**src/rtl/core/assert_macros.svh**
```systemverilog
// ============================================================================
// assertion macros
// shared concurrent assertion forms, clocked on i_clk, off while in reset
// ============================================================================
`ifndef ASSERT_MACROS_SVH
`define ASSERT_MACROS_SVH

// same-cycle implication
`define CKP_ASSERT_IMP(label, ante, cons) \
    label: assert property (@(posedge i_clk) disable iff (!i_rst_n) (ante) |-> (cons)) \
        else $error("assertion failed");

// next-cycle implication
`define CKP_ASSERT_NXT(label, ante, cons) \
    label: assert property (@(posedge i_clk) disable iff (!i_rst_n) (ante) |=> (cons)) \
        else $error("assertion failed");

`endif

```
**src/rtl/core/ckp_pkg.sv**
```systemverilog
// ============================================================================
// ckp_pkg
// types, constants and helpers for the hsv chroma key pixel pipeline
// ============================================================================
package ckp_pkg;

    localparam int COMP_W   = 8;
    localparam int CMAX     = (1 << COMP_W) - 1;
    localparam int CENTER_W = 9;
    localparam int DATA_W   = 32;
    localparam int ADDR_W   = 5;
    localparam int IDX_W    = 3;
    localparam int DVD_W    = 20;   // divider dividend and remainder
    localparam int QUO_W    = 12;   // divider quotient bits, one per step
    localparam int HQ_W     = 15;   // hue in degrees times 64
    localparam int WIN_W    = 26;   // signed window bounds
    localparam int NUM_STG  = QUO_W + 3;

    localparam logic [HQ_W-1:0] HUE_GREEN = HQ_W'(7680);
    localparam logic [HQ_W-1:0] HUE_BLUE  = HQ_W'(15360);
    localparam logic [HQ_W-1:0] HUE_FULL  = HQ_W'(23040);

    localparam logic [IDX_W-1:0] REG_HUE_CENTER = 3'd0;
    localparam logic [IDX_W-1:0] REG_HUE_WIDTH  = 3'd1;
    localparam logic [IDX_W-1:0] REG_MIN_SAT    = 3'd2;
    localparam logic [IDX_W-1:0] REG_SMOOTHING  = 3'd3;
    localparam logic [IDX_W-1:0] REG_MIN_VALUE  = 3'd4;
    localparam logic [IDX_W-1:0] REG_MAX_VALUE  = 3'd5;

    typedef enum logic [1:0] {
        SECT_RED,
        SECT_GREEN,
        SECT_BLUE,
        SECT_GRAY
    } t_sect;

    typedef struct packed {
        logic [COMP_W-1:0] b;
        logic [COMP_W-1:0] g;
        logic [COMP_W-1:0] r;
        logic [COMP_W-1:0] a;
        logic              last;
        logic [COMP_W-1:0] mx;
        logic [COMP_W-1:0] dif;
        t_sect             sect;
        logic              neg;
        logic [COMP_W-1:0] num;
        logic              sat_ok;
        logic [DVD_W-1:0]  rem1;
        logic [DVD_W-1:0]  rem2;
        logic [DVD_W-1:0]  rem3;
        logic [QUO_W-1:0]  quo1;
        logic [QUO_W-1:0]  quo2;
        logic [QUO_W-1:0]  quo3;
        logic [HQ_W-1:0]   hq;
        logic [COMP_W-1:0] alpha_lo;
        logic [COMP_W-1:0] alpha_hi;
    } t_stage;

    typedef struct packed {
        logic [COMP_W-1:0] b;
        logic [COMP_W-1:0] g;
        logic [COMP_W-1:0] r;
        logic [COMP_W-1:0] a;
        logic              keyed;
        logic              last;
    } t_res;

    typedef struct packed {
        logic [DVD_W-1:0] rem;
        logic [QUO_W-1:0] quo;
    } t_dstep;

    // one restoring division step producing quotient bit sh
    function automatic t_dstep div_step(input logic [DVD_W-1:0] rem,
                                        input logic [QUO_W-1:0] quo,
                                        input logic [COMP_W-1:0] dvs,
                                        input int unsigned sh);
        logic [DVD_W-1:0] sd;
        t_dstep           res;
        sd      = DVD_W'(dvs) << sh;
        res.rem = rem;
        res.quo = quo;
        if (rem >= sd) begin
            res.rem = rem - sd;
            res.quo = quo | (QUO_W'(1) << sh);
        end
        return res;
    endfunction

    // x * 255
    function automatic logic [DVD_W-1:0] mul255(input logic [COMP_W-1:0] x);
        return (DVD_W'(x) << 8) - DVD_W'(x);
    endfunction

endpackage

```
**src/rtl/core/ckp_pix_if.sv**
```systemverilog
// ============================================================================
// ckp_pix_if
// input pixel channel: valid/ready with one bgra pixel and frame end flag
// ============================================================================
interface ckp_pix_if;
    import ckp_pkg::*;

    logic              valid;
    logic              ready;
    logic [COMP_W-1:0] blue_in;
    logic [COMP_W-1:0] green_in;
    logic [COMP_W-1:0] red_in;
    logic [COMP_W-1:0] alpha_in;
    logic              last_pixel;

    modport source (
        output valid, blue_in, green_in, red_in, alpha_in, last_pixel,
        input  ready
    );

    modport sink (
        input  valid, blue_in, green_in, red_in, alpha_in, last_pixel,
        output ready
    );
endinterface

```
**src/rtl/core/ckp_res_if.sv**
```systemverilog
// ============================================================================
// ckp_res_if
// result pixel channel: valid/ready with keyed bgra pixel and flags
// ============================================================================
interface ckp_res_if;
    import ckp_pkg::*;

    logic              valid;
    logic              ready;
    logic [COMP_W-1:0] blue_out;
    logic [COMP_W-1:0] green_out;
    logic [COMP_W-1:0] red_out;
    logic [COMP_W-1:0] alpha_out;
    logic              keyed;
    logic              last_out;

    modport source (
        output valid, blue_out, green_out, red_out, alpha_out, keyed, last_out,
        input  ready
    );

    modport sink (
        input  valid, blue_out, green_out, red_out, alpha_out, keyed, last_out,
        output ready
    );
endinterface

```
**src/rtl/core/chroma_key_pixel_unit.sv**
```systemverilog
// ============================================================================
// chroma_key_pixel_unit
// hsv chroma keyer: one bgra pixel per clock unless stalled, keyed pixels go gray with alpha
// ============================================================================
// Takes one pixel per clock while the output is not stalled and returns one
// result per pixel, in order. A pixel passes 16 register stages in the block,
// the pipeline stages and then the output register. This depth is set by the
// 12-step restoring divider that forms the hue, with the band alpha quotients
// riding in the same stages. Every stage holds its item on its own valid bit
// and a bubble is filled while the output waits. Registers must be written over
// the apb port only while no pixel is in flight; the block does not enforce this.
`include "assert_macros.svh"

module chroma_key_pixel_unit (
    input  logic                      i_clk,
    input  logic                      i_rst_n,
    input  logic                      psel,
    input  logic                      penable,
    input  logic                      pwrite,
    input  logic [ckp_pkg::ADDR_W-1:0] paddr,
    input  logic [ckp_pkg::DATA_W-1:0] pwdata,
    output logic [ckp_pkg::DATA_W-1:0] prdata,
    output logic                      pready,
    ckp_pix_if.sink                   i_pix,
    ckp_res_if.source                 o_res
);
    import ckp_pkg::*;

    // configuration
    logic [CENTER_W-1:0] r_hue_center;
    logic [CENTER_W-1:0] r_hue_width;
    logic [COMP_W-1:0]   r_min_sat;
    logic [COMP_W-1:0]   r_smoothing;
    logic [COMP_W-1:0]   r_min_value;
    logic [COMP_W-1:0]   r_max_value;
    logic [IDX_W-1:0]    reg_idx;
    logic                cfg_wr;

    assign pready  = 1'b1;
    assign reg_idx = paddr[ADDR_W-1:2];
    assign cfg_wr  = psel && penable && pwrite;

    always_ff @(posedge i_clk) begin
        if (!i_rst_n) begin
            r_hue_center <= CENTER_W'(120);
            r_hue_width  <= CENTER_W'(30);
            r_min_sat    <= COMP_W'(51);
            r_smoothing  <= '0;
            r_min_value  <= COMP_W'(89);
            r_max_value  <= COMP_W'(242);
        end else if (cfg_wr) begin
            unique case (reg_idx)
                REG_HUE_CENTER: r_hue_center <= pwdata[CENTER_W-1:0];
                REG_HUE_WIDTH:  r_hue_width  <= pwdata[CENTER_W-1:0];
                REG_MIN_SAT:    r_min_sat    <= pwdata[COMP_W-1:0];
                REG_SMOOTHING:  r_smoothing  <= pwdata[COMP_W-1:0];
                REG_MIN_VALUE:  r_min_value  <= pwdata[COMP_W-1:0];
                REG_MAX_VALUE:  r_max_value  <= pwdata[COMP_W-1:0];
                default: ;
            endcase
        end
    end

    always_comb begin
        unique case (reg_idx)
            REG_HUE_CENTER: prdata = DATA_W'(r_hue_center);
            REG_HUE_WIDTH:  prdata = DATA_W'(r_hue_width);
            REG_MIN_SAT:    prdata = DATA_W'(r_min_sat);
            REG_SMOOTHING:  prdata = DATA_W'(r_smoothing);
            REG_MIN_VALUE:  prdata = DATA_W'(r_min_value);
            REG_MAX_VALUE:  prdata = DATA_W'(r_max_value);
            default:        prdata = '0;
        endcase
    end

    // window bounds, hue times 64 times 255, refreshed every cycle
    logic [WIN_W-1:0]  r_win_lo;
    logic [WIN_W-1:0]  r_win_hi;
    logic [WIN_W-1:0]  n_win_lo;
    logic [WIN_W-1:0]  n_win_hi;
    logic [WIN_W-1:0]  base_lo;
    logic [WIN_W-1:0]  base_hi;
    logic [WIN_W-1:0]  margin;
    logic [WIN_W-1:0]  smooth_inv;
    logic [COMP_W-1:0] den_hi;

    always_comb begin
        base_lo    = (WIN_W'(r_hue_center) << 6) - (WIN_W'(r_hue_width) << 5);
        base_hi    = (WIN_W'(r_hue_center) << 6) + (WIN_W'(r_hue_width) << 5);
        smooth_inv = WIN_W'(CMAX) - WIN_W'(r_smoothing);
        margin     = (smooth_inv << 11) + (smooth_inv << 8);
        n_win_lo   = (base_lo << 8) - base_lo - margin;
        n_win_hi   = (base_hi << 8) - base_hi + margin;
    end

    always_ff @(posedge i_clk) begin
        r_win_lo <= n_win_lo;
        r_win_hi <= n_win_hi;
    end

    assign den_hi = COMP_W'(CMAX) - r_max_value;

    // pipeline
    t_stage             r_stg [NUM_STG];
    t_stage             n_stg [NUM_STG];
    logic [NUM_STG-1:0] r_vld;
    logic [NUM_STG-1:0] en;
    t_res               r_res;
    t_res               n_res;
    logic               r_res_vld;
    logic               en_out;

    always_comb begin
        en_out          = !r_res_vld || o_res.ready;
        en[NUM_STG-1]   = !r_vld[NUM_STG-1] || en_out;
        for (int k = NUM_STG - 2; k >= 0; k--) begin
            en[k] = !r_vld[k] || en[k+1];
        end
    end

    assign i_pix.ready = en[0];

    // stage 0: max, min, chroma and hue sector
    logic [COMP_W-1:0] s0_mn;
    logic [COMP_W-1:0] s0_p;
    logic [COMP_W-1:0] s0_q;
    always_comb begin
        n_stg[0]      = '0;
        n_stg[0].b    = i_pix.blue_in;
        n_stg[0].g    = i_pix.green_in;
        n_stg[0].r    = i_pix.red_in;
        n_stg[0].a    = i_pix.alpha_in;
        n_stg[0].last = i_pix.last_pixel;
        n_stg[0].mx   = (i_pix.red_in > i_pix.green_in) ? i_pix.red_in : i_pix.green_in;
        if (i_pix.blue_in > n_stg[0].mx) begin
            n_stg[0].mx = i_pix.blue_in;
        end
        s0_mn = (i_pix.red_in < i_pix.green_in) ? i_pix.red_in : i_pix.green_in;
        if (i_pix.blue_in < s0_mn) begin
            s0_mn = i_pix.blue_in;
        end
        n_stg[0].dif = n_stg[0].mx - s0_mn;
        priority if (n_stg[0].dif == '0) begin
            n_stg[0].sect = SECT_GRAY;
            s0_p          = '0;
            s0_q          = '0;
        end else if (i_pix.red_in == n_stg[0].mx) begin
            n_stg[0].sect = SECT_RED;
            s0_p          = i_pix.green_in;
            s0_q          = i_pix.blue_in;
        end else if (i_pix.green_in == n_stg[0].mx) begin
            n_stg[0].sect = SECT_GREEN;
            s0_p          = i_pix.blue_in;
            s0_q          = i_pix.red_in;
        end else begin
            n_stg[0].sect = SECT_BLUE;
            s0_p          = i_pix.red_in;
            s0_q          = i_pix.green_in;
        end
        n_stg[0].neg = s0_q > s0_p;
        n_stg[0].num = n_stg[0].neg ? (s0_q - s0_p) : (s0_p - s0_q);
    end

    // stage 1: dividends and saturation test
    logic [2*COMP_W-1:0] s1_sat_lhs;
    logic [2*COMP_W-1:0] s1_sat_rhs;
    always_comb begin
        n_stg[1]      = r_stg[0];
        n_stg[1].rem1 = (DVD_W'(r_stg[0].num) << 12) - (DVD_W'(r_stg[0].num) << 8);
        n_stg[1].rem2 = mul255(r_stg[0].mx);
        n_stg[1].rem3 = (r_stg[0].mx > r_max_value) ? mul255(r_stg[0].mx - r_max_value)
                                                     : '0;
        n_stg[1].quo1 = '0;
        n_stg[1].quo2 = '0;
        n_stg[1].quo3 = '0;
        s1_sat_lhs    = (2*COMP_W)'(mul255(r_stg[0].dif));
        s1_sat_rhs    = (2*COMP_W)'(r_min_sat) * (2*COMP_W)'(r_stg[0].mx);
        n_stg[1].sat_ok = (r_stg[0].mx == '0) ? (r_min_sat == '0)
                                               : (s1_sat_lhs >= s1_sat_rhs);
    end

    // stages 2 to 13: one quotient bit per stage for all three divisions
    t_dstep d1 [NUM_STG];
    t_dstep d2 [NUM_STG];
    t_dstep d3 [NUM_STG];
    always_comb begin
        for (int k = 2; k < QUO_W + 2; k++) begin
            d1[k]         = div_step(r_stg[k-1].rem1, r_stg[k-1].quo1, r_stg[k-1].dif,
                                     (QUO_W + 1 - k));
            d2[k]         = div_step(r_stg[k-1].rem2, r_stg[k-1].quo2, r_min_value,
                                     (QUO_W + 1 - k));
            d3[k]         = div_step(r_stg[k-1].rem3, r_stg[k-1].quo3, den_hi,
                                     (QUO_W + 1 - k));
            n_stg[k]      = r_stg[k-1];
            n_stg[k].rem1 = d1[k].rem;
            n_stg[k].quo1 = d1[k].quo;
            n_stg[k].rem2 = d2[k].rem;
            n_stg[k].quo2 = d2[k].quo;
            n_stg[k].rem3 = d3[k].rem;
            n_stg[k].quo3 = d3[k].quo;
        end
        for (int k = 0; k < 2; k++) begin
            d1[k] = '0;
            d2[k] = '0;
            d3[k] = '0;
        end
        d1[NUM_STG-1] = '0;
        d2[NUM_STG-1] = '0;
        d3[NUM_STG-1] = '0;
    end

    // last pipeline stage: hue and the two band alphas
    logic [HQ_W-1:0]   s_ceil1;
    logic [QUO_W:0]    s_ceil2;
    logic [QUO_W+1:0]  s_alpha_lo;
    t_stage            s_in;
    always_comb begin
        s_in    = r_stg[NUM_STG-2];
        n_stg[NUM_STG-1] = s_in;
        s_ceil1 = HQ_W'(s_in.quo1) + HQ_W'(s_in.rem1 != '0);
        unique case (s_in.sect)
            SECT_RED:   n_stg[NUM_STG-1].hq = s_in.neg ? (HUE_FULL - s_ceil1)
                                                       : HQ_W'(s_in.quo1);
            SECT_GREEN: n_stg[NUM_STG-1].hq = s_in.neg ? (HUE_GREEN - s_ceil1)
                                                       : (HUE_GREEN + HQ_W'(s_in.quo1));
            SECT_BLUE:  n_stg[NUM_STG-1].hq = s_in.neg ? (HUE_BLUE - s_ceil1)
                                                       : (HUE_BLUE + HQ_W'(s_in.quo1));
            default:    n_stg[NUM_STG-1].hq = '0;
        endcase
        // ceil of 255*v/minv, then minv + 255 - that, clamped
        s_ceil2    = (QUO_W+1)'(s_in.quo2) + (QUO_W+1)'(s_in.rem2 != '0);
        s_alpha_lo = (QUO_W+2)'(r_min_value) + (QUO_W+2)'(CMAX) - (QUO_W+2)'(s_ceil2);
        n_stg[NUM_STG-1].alpha_lo = (s_alpha_lo > (QUO_W+2)'(CMAX)) ? COMP_W'(CMAX)
                                                                    : s_alpha_lo[COMP_W-1:0];
        if (den_hi == '0 || s_in.quo3 > QUO_W'(CMAX)) begin
            n_stg[NUM_STG-1].alpha_hi = COMP_W'(CMAX);
        end else begin
            n_stg[NUM_STG-1].alpha_hi = s_in.quo3[COMP_W-1:0];
        end
    end

    // output register: window test and pixel rewrite
    logic [WIN_W-1:0] o_hue_sc;
    t_stage           o_in;
    always_comb begin
        o_in        = r_stg[NUM_STG-1];
        o_hue_sc    = (WIN_W'(o_in.hq) << 8) - WIN_W'(o_in.hq);
        n_res.b     = o_in.b;
        n_res.g     = o_in.g;
        n_res.r     = o_in.r;
        n_res.a     = o_in.a;
        n_res.last  = o_in.last;
        n_res.keyed = ($signed(o_hue_sc) >= $signed(r_win_lo))
                   && ($signed(o_hue_sc) <= $signed(r_win_hi));
        if (n_res.keyed) begin
            priority if (!o_in.sat_ok) begin
                n_res.b = o_in.mx;
                n_res.a = COMP_W'(CMAX);
            end else if (o_in.mx >= r_min_value && o_in.mx <= r_max_value) begin
                n_res.b = o_in.mx;
                n_res.a = '0;
            end else if (o_in.mx < r_min_value) begin
                n_res.b = '0;
                n_res.a = o_in.alpha_lo;
            end else begin
                n_res.b = COMP_W'(CMAX);
                n_res.a = o_in.alpha_hi;
            end
            n_res.g = n_res.b;
            n_res.r = n_res.b;
        end
    end

    always_ff @(posedge i_clk) begin
        if (!i_rst_n) begin
            r_vld     <= '0;
            r_res_vld <= 1'b0;
        end else begin
            if (en[0]) begin
                r_vld[0] <= i_pix.valid;
            end
            for (int k = 1; k < NUM_STG; k++) begin
                if (en[k]) begin
                    r_vld[k] <= r_vld[k-1];
                end
            end
            if (en_out) begin
                r_res_vld <= r_vld[NUM_STG-1];
            end
        end
    end

    always_ff @(posedge i_clk) begin
        for (int k = 0; k < NUM_STG; k++) begin
            if (en[k]) begin
                r_stg[k] <= n_stg[k];
            end
        end
        if (en_out) begin
            r_res <= n_res;
        end
    end

    assign o_res.valid     = r_res_vld;
    assign o_res.blue_out  = r_res.b;
    assign o_res.green_out = r_res.g;
    assign o_res.red_out   = r_res.r;
    assign o_res.alpha_out = r_res.a;
    assign o_res.keyed     = r_res.keyed;
    assign o_res.last_out  = r_res.last;

    // assertion terms
    logic res_keyed;
    logic res_gray;
    logic res_alpha_part;
    logic res_rail;
    assign res_keyed      = r_res_vld && r_res.keyed;
    assign res_gray       = (r_res.b == r_res.g) && (r_res.g == r_res.r);
    assign res_alpha_part = (r_res.a != '0) && (r_res.a != COMP_W'(CMAX));
    assign res_rail       = (r_res.b == '0) || (r_res.b == COMP_W'(CMAX));

    // keyed pixels are always a single gray level
    `CKP_ASSERT_IMP(a_keyed_gray, res_keyed, res_gray)
    // partial alpha only comes from the black or white rules
    `CKP_ASSERT_IMP(a_partial_alpha, res_keyed && res_alpha_part, res_rail)
    // a waiting result is never dropped by the pipeline
    `CKP_ASSERT_NXT(a_hold_result, r_res_vld && !o_res.ready, r_res_vld && $stable(r_res))

endmodule
```
**src/flat_wrapper.sv**
```systemverilog
// flat-port wrapper written by rule: the top's interface ports become plain ports
module chroma_key_pixel_unit_flat import ckp_pkg::*;
  (i_clk, i_rst_n, psel, penable, pwrite, paddr, pwdata, prdata, pready, i_pix_valid, i_pix_blue_in, i_pix_green_in, i_pix_red_in, i_pix_alpha_in, i_pix_last_pixel, i_pix_ready, o_res_valid, o_res_blue_out, o_res_green_out, o_res_red_out, o_res_alpha_out, o_res_keyed, o_res_last_out, o_res_ready);
  ckp_pix_if i_pix_i ();
  ckp_res_if o_res_i ();
  input  logic i_clk;
  input  logic i_rst_n;
  input  logic psel;
  input  logic penable;
  input  logic pwrite;
  input  logic [ckp_pkg::ADDR_W-1:0] paddr;
  input  logic [ckp_pkg::DATA_W-1:0] pwdata;
  output logic [ckp_pkg::DATA_W-1:0] prdata;
  output logic pready;
  input wire logic [$bits(i_pix_i.valid)-1:0] i_pix_valid;
  input wire logic [$bits(i_pix_i.blue_in)-1:0] i_pix_blue_in;
  input wire logic [$bits(i_pix_i.green_in)-1:0] i_pix_green_in;
  input wire logic [$bits(i_pix_i.red_in)-1:0] i_pix_red_in;
  input wire logic [$bits(i_pix_i.alpha_in)-1:0] i_pix_alpha_in;
  input wire logic [$bits(i_pix_i.last_pixel)-1:0] i_pix_last_pixel;
  output wire logic [$bits(i_pix_i.ready)-1:0] i_pix_ready;
  output wire logic [$bits(o_res_i.valid)-1:0] o_res_valid;
  output wire logic [$bits(o_res_i.blue_out)-1:0] o_res_blue_out;
  output wire logic [$bits(o_res_i.green_out)-1:0] o_res_green_out;
  output wire logic [$bits(o_res_i.red_out)-1:0] o_res_red_out;
  output wire logic [$bits(o_res_i.alpha_out)-1:0] o_res_alpha_out;
  output wire logic [$bits(o_res_i.keyed)-1:0] o_res_keyed;
  output wire logic [$bits(o_res_i.last_out)-1:0] o_res_last_out;
  input wire logic [$bits(o_res_i.ready)-1:0] o_res_ready;
  assign i_pix_i.valid = i_pix_valid;
  assign i_pix_i.blue_in = i_pix_blue_in;
  assign i_pix_i.green_in = i_pix_green_in;
  assign i_pix_i.red_in = i_pix_red_in;
  assign i_pix_i.alpha_in = i_pix_alpha_in;
  assign i_pix_i.last_pixel = i_pix_last_pixel;
  assign i_pix_ready = i_pix_i.ready;
  assign o_res_valid = o_res_i.valid;
  assign o_res_blue_out = o_res_i.blue_out;
  assign o_res_green_out = o_res_i.green_out;
  assign o_res_red_out = o_res_i.red_out;
  assign o_res_alpha_out = o_res_i.alpha_out;
  assign o_res_keyed = o_res_i.keyed;
  assign o_res_last_out = o_res_i.last_out;
  assign o_res_i.ready = o_res_ready;
  chroma_key_pixel_unit u_core (.i_clk(i_clk), .i_rst_n(i_rst_n), .psel(psel), .penable(penable), .pwrite(pwrite), .paddr(paddr), .pwdata(pwdata), .prdata(prdata), .pready(pready), .i_pix(i_pix_i), .o_res(o_res_i));
endmodule
```
**config.mk**
```make
export PLATFORM = sky130hd
export DESIGN_NAME = chroma_key_pixel_unit_flat
export DESIGN_NICKNAME = d
export VERILOG_FILES = /design/src/rtl/core/ckp_pkg.sv /design/src/rtl/core/ckp_pix_if.sv /design/src/rtl/core/ckp_res_if.sv /design/src/rtl/core/chroma_key_pixel_unit.sv /design/src/flat_wrapper.sv
export VERILOG_INCLUDE_DIRS = /design/src /design/src/rtl/core
export SDC_FILE = /design/constraint.sdc
export NUM_CORES = 2
export LEC_CHECK = 0
export ABC_AREA = 1
export BUFFER_PORTS_ARGS = -buffer_cell sky130_fd_sc_hd__buf_2
export CAP_MARGIN = 20
export CORE_UTILIZATION = 39
export DETAILED_ROUTE_END_ITERATION = 7
export SLEW_MARGIN = 20
export SYNTH_ARGS = -nofsm -noshare
export SYNTH_HDL_FRONTEND = slang
export SYNTH_SLANG_ARGS = --single-unit
```
**constraint.sdc**
```tcl
create_clock -name i_clk -period 32.9 [get_ports i_clk]
set_input_delay 3.29 -clock i_clk [delete_from_list [all_inputs] [get_ports i_clk]]
set_output_delay 3.29 -clock i_clk [all_outputs]
set_load 0.03 [all_outputs]
```
==> impl_metrics.yaml <==
cts:
  insertion_delay_ps: 850
  htreeDepth: 4
  ctsResizeCount: 0
  clockBufferDepth: 3
  clock-sinks: 1863
  cts_tree: "built"
  root_buffer: "clkbuf_16"
  cts_hold_buf: 0
  post-cts-setup-buffers: 0
  clk_pin_slew_worst_paths_ps: 60
  cts_buffers: 188
drt:
  vias: 54200
  ant_nets: 0
  first_pass_iters: 5
  vias_per_cell: 4.86
  wl_per_cell_um: 15.9
  drt-total-wl_um: 177000
  drt_iter0_drc: 3540
  post-route-drc-count: 0
critical_path:
  cp_top_family: "buffers and inverters"
  critPathRequiredTime_ps: 29610
  path_max_fanout: 81
  cpMostUsedCell: "nor2_1"
  crit_arrival_ps: 13080
  worstReg2RegStart: "u_core.o_res.valid$_SDFFE_PN0P_"
  rrSetupSlack_ps: 21860
  r2r_end: "u_core.r_stg[0][334]$_DFFE_PP_"
  crit_path_end_kind: "output pin"
  start_kind: "input port"
  criticalPathCategory: "in2out"
  reg2reg_depth: 28
  path_buf_inv: 12
  critPathSlowestCell: "inv_4"
  slowest_delay_ps: 750
synth:
  synth.distinct_cells: 68
  synth_top_area_cell: "edfxtp_1"
  synth.most_common_cell: "edfxtp_1"
  synth_top_area_share: 0.590
  yosysWarnings: 0
  netlist_instances: 7746
  synth_commonest_cells: "edfxtp_1 (1756), nand2_1 (1200), inv_1 (1029)"
  ys_seq_area_frac: 0.614
  ys_async_sr_fraction: 0
  ys_ff_latch: 1863
  ys_top_cells_by_area: "edfxtp_1 (59%), ha_1 (7.9%), nand2_1 (5.0%)"
  ys.flop_type: "edfxtp_1"
  syn_area_per_cell_um2: 11.5
  syn-cell-area_um2: 89400
  synth_edf_count: 1756
cells_and_area:
  regArea_um2: 54900
  nFillCells: 20600
  fin_nets: 8711
  area_growth_pct: 11.6
  fin_cells: 11100
  diodes: 0
  drive_gt1_frac: 0.0644
  multiInputGateArea_um2: 30100
power:
  p_leak_nw: 41.5
  powerDensity_nw_per_um2: 89.5
  max-vdd-ir-drop_v: 0.0000549
sta:
  setup_tns_ps: 0
  tightest_slew_ps: 1120
  rsz0062_at_grt: "false"
  fmax_mhz: 61.1
  slew_violations: 0
  setup_violations: 0
  slew_headroom: 0.253
  hold_viol_final: 0
  fin_crit_sh: 0.497
  skew_ps: 63.0
  layout_min_cycle_time_ps: 16360
  fin_ws_ps: 16540
die:
  core.rowCount: 175
  die_area_um2: 231000
  ioPinCount: 146
  initial_core_util: 0.393
  die_h_um: 481
  fp.dieW_um: 481
  coreArea_um2: 227000
grt:
  grt_overflow: 0
  grt_max_degree: 82
  grt_pass1_wl_um: 281000
  grt_antenna_before_repair: 0
  grt_pass1_vias: 53400
  grt_usage: 0.152
placed_design:
  numPortBuffers: 96
  gp_congestion: 0.893
  place_ws_ps: 16190
  dp_hpwl_um: 132000
  dp_cells: 10800
hold_path:
  min_path_cells: 0
  min-delay-start: "u_core.r_stg[0][418]$_SDFFCE_PN1P_"
  hold_class: "reg2reg"
  min_to: "u_core.r_stg[0][606]$_DFFE_PP_"
flow_run:
  maxCapViolations: 0
status:
  status: "finished clean"
[final cells by class]
| class | instances | share of cell area |
|---|---|---|
| Inverter | 1055 | 0.0401 |
| Tap cell | 3009 | 0.0377 |
| Timing Repair Buffer | 134 | 0.00768 |
| Sequential cell | 1863 | 0.550 |
| Multi-Input combinational cell | 4736 | 0.301 |
| Clock inverter | 122 | 0.0136 |
| Clock buffer | 228 | 0.0497 |
[per-stage QoR]
| step | util | total power [mW] | hold WS, ps | instance area (µm²) |
|---|---|---|---|---|
| finish | 0.439 | 8.93 | 367 | 99800 |
| global route | 0.439 | 9.59 | 376 | 99800 |
| CTS | 0.439 | 9.00 | 370 | 99800 |
| detailed placement | 0.411 | 6.85 | 405 | 93500 |
| global placement | 0.411 | 6.73 | 401 | 93500 |
| floorplan | - | 6.09 | 400 | 89400 |
[power breakdown]
part | switching, mW | total [mW] | internal [mW]
logic | 1.75 | 2.91 | 1.16
clock network | 0.916 | 2.12 | 1.20
registers | 0.399 | 3.90 | 3.50
total | 3.06 | 8.93 | 5.87
[layer usage]
metal	vias to the layer above	track usage	wire length, µm
met4	0	0.0518	5000
met1	25500	0.195	79400
met3	286	0.0231	7460
met2	1038	0.262	85100
li1	27400	-	-
met5	-	0	0
[sequential cells by signal, indices dropped and copies added, names as in the netlist, 9 cells and up]
signal	flops
u_core.r_hue_width	9
u_core.r_win_lo	21
u_core.r_hue_center	9
u_core.r_stg	1722
u_core.r_vld	15
u_core.r_win_hi	20
[cells in the final DEF (no fill, tap or decap), types with 33 or more instances in the layout]
| master | synthesis | routed |
|---|---|---|
| xor2_1 | 301 | 301 |
| nand4_1 | 64 | 64 |
| buf_2 | 5 | 96 |
| xnor2_1 | 173 | 173 |
| o211ai_1 | 35 | 35 |
| nand2_1 | 1200 | 1199 |
| nor4_1 | 78 | 78 |
| buf_4 | 28 | 38 |
| nor3_1 | 101 | 101 |
| edfxtp_1 | 1756 | 1756 |
| clkbuf_16 | 0 | 191 |
| o21ai_0 | 484 | 484 |
| ha_1 | 567 | 567 |
| nand3_1 | 262 | 262 |
| fa_1 | 89 | 89 |
| nor2_1 | 559 | 559 |
| dfxtp_1 | 107 | 107 |
| inv_1 | 1029 | 1026 |
| clkbuf_1 | 74 | 33 |
| a21oi_1 | 450 | 450 |
| clkinv_2 | 0 | 47 |
[logic make-up (layout without fill, tap and decap cells)]
| kind of cell | count (synthesis) | in the layout | synth area share |
|---|---|---|---|
| AND/OR/NAND/NOR | 2367 | 2367 | 0.112 |
| buffers and inverters | 1170 | 1539 | 0.0509 |
| AO/OA/AOI/OAI | 1208 | 1208 | 0.0760 |
| flip-flops | 1863 | 1863 | 0.614 |
| adder cells (fa/ha/maj) | 656 | 656 | 0.0993 |
| multiplexers | 6 | 6 | 0.000714 |
| other | 2 | 25 | 0.0000840 |
| XOR/XNOR | 474 | 474 | 0.0465 |
[worst max-delay path by stage]
stage / start / endpoint / slack, ps / depth (start not counted)
after floorplan: o_res_ready / i_pix_ready / 7290 / 26
after global placement: o_res_ready / i_pix_ready / 16300 / 28
after detailed placement: o_res_ready / i_pix_ready / 16190 / 28
after CTS: o_res_ready / i_pix_ready / 16170 / 28
after global routing: o_res_ready / i_pix_ready / 15520 / 28
final: o_res_ready / i_pix_ready / 16540 / 28
(Power assumes the default switching activity.)
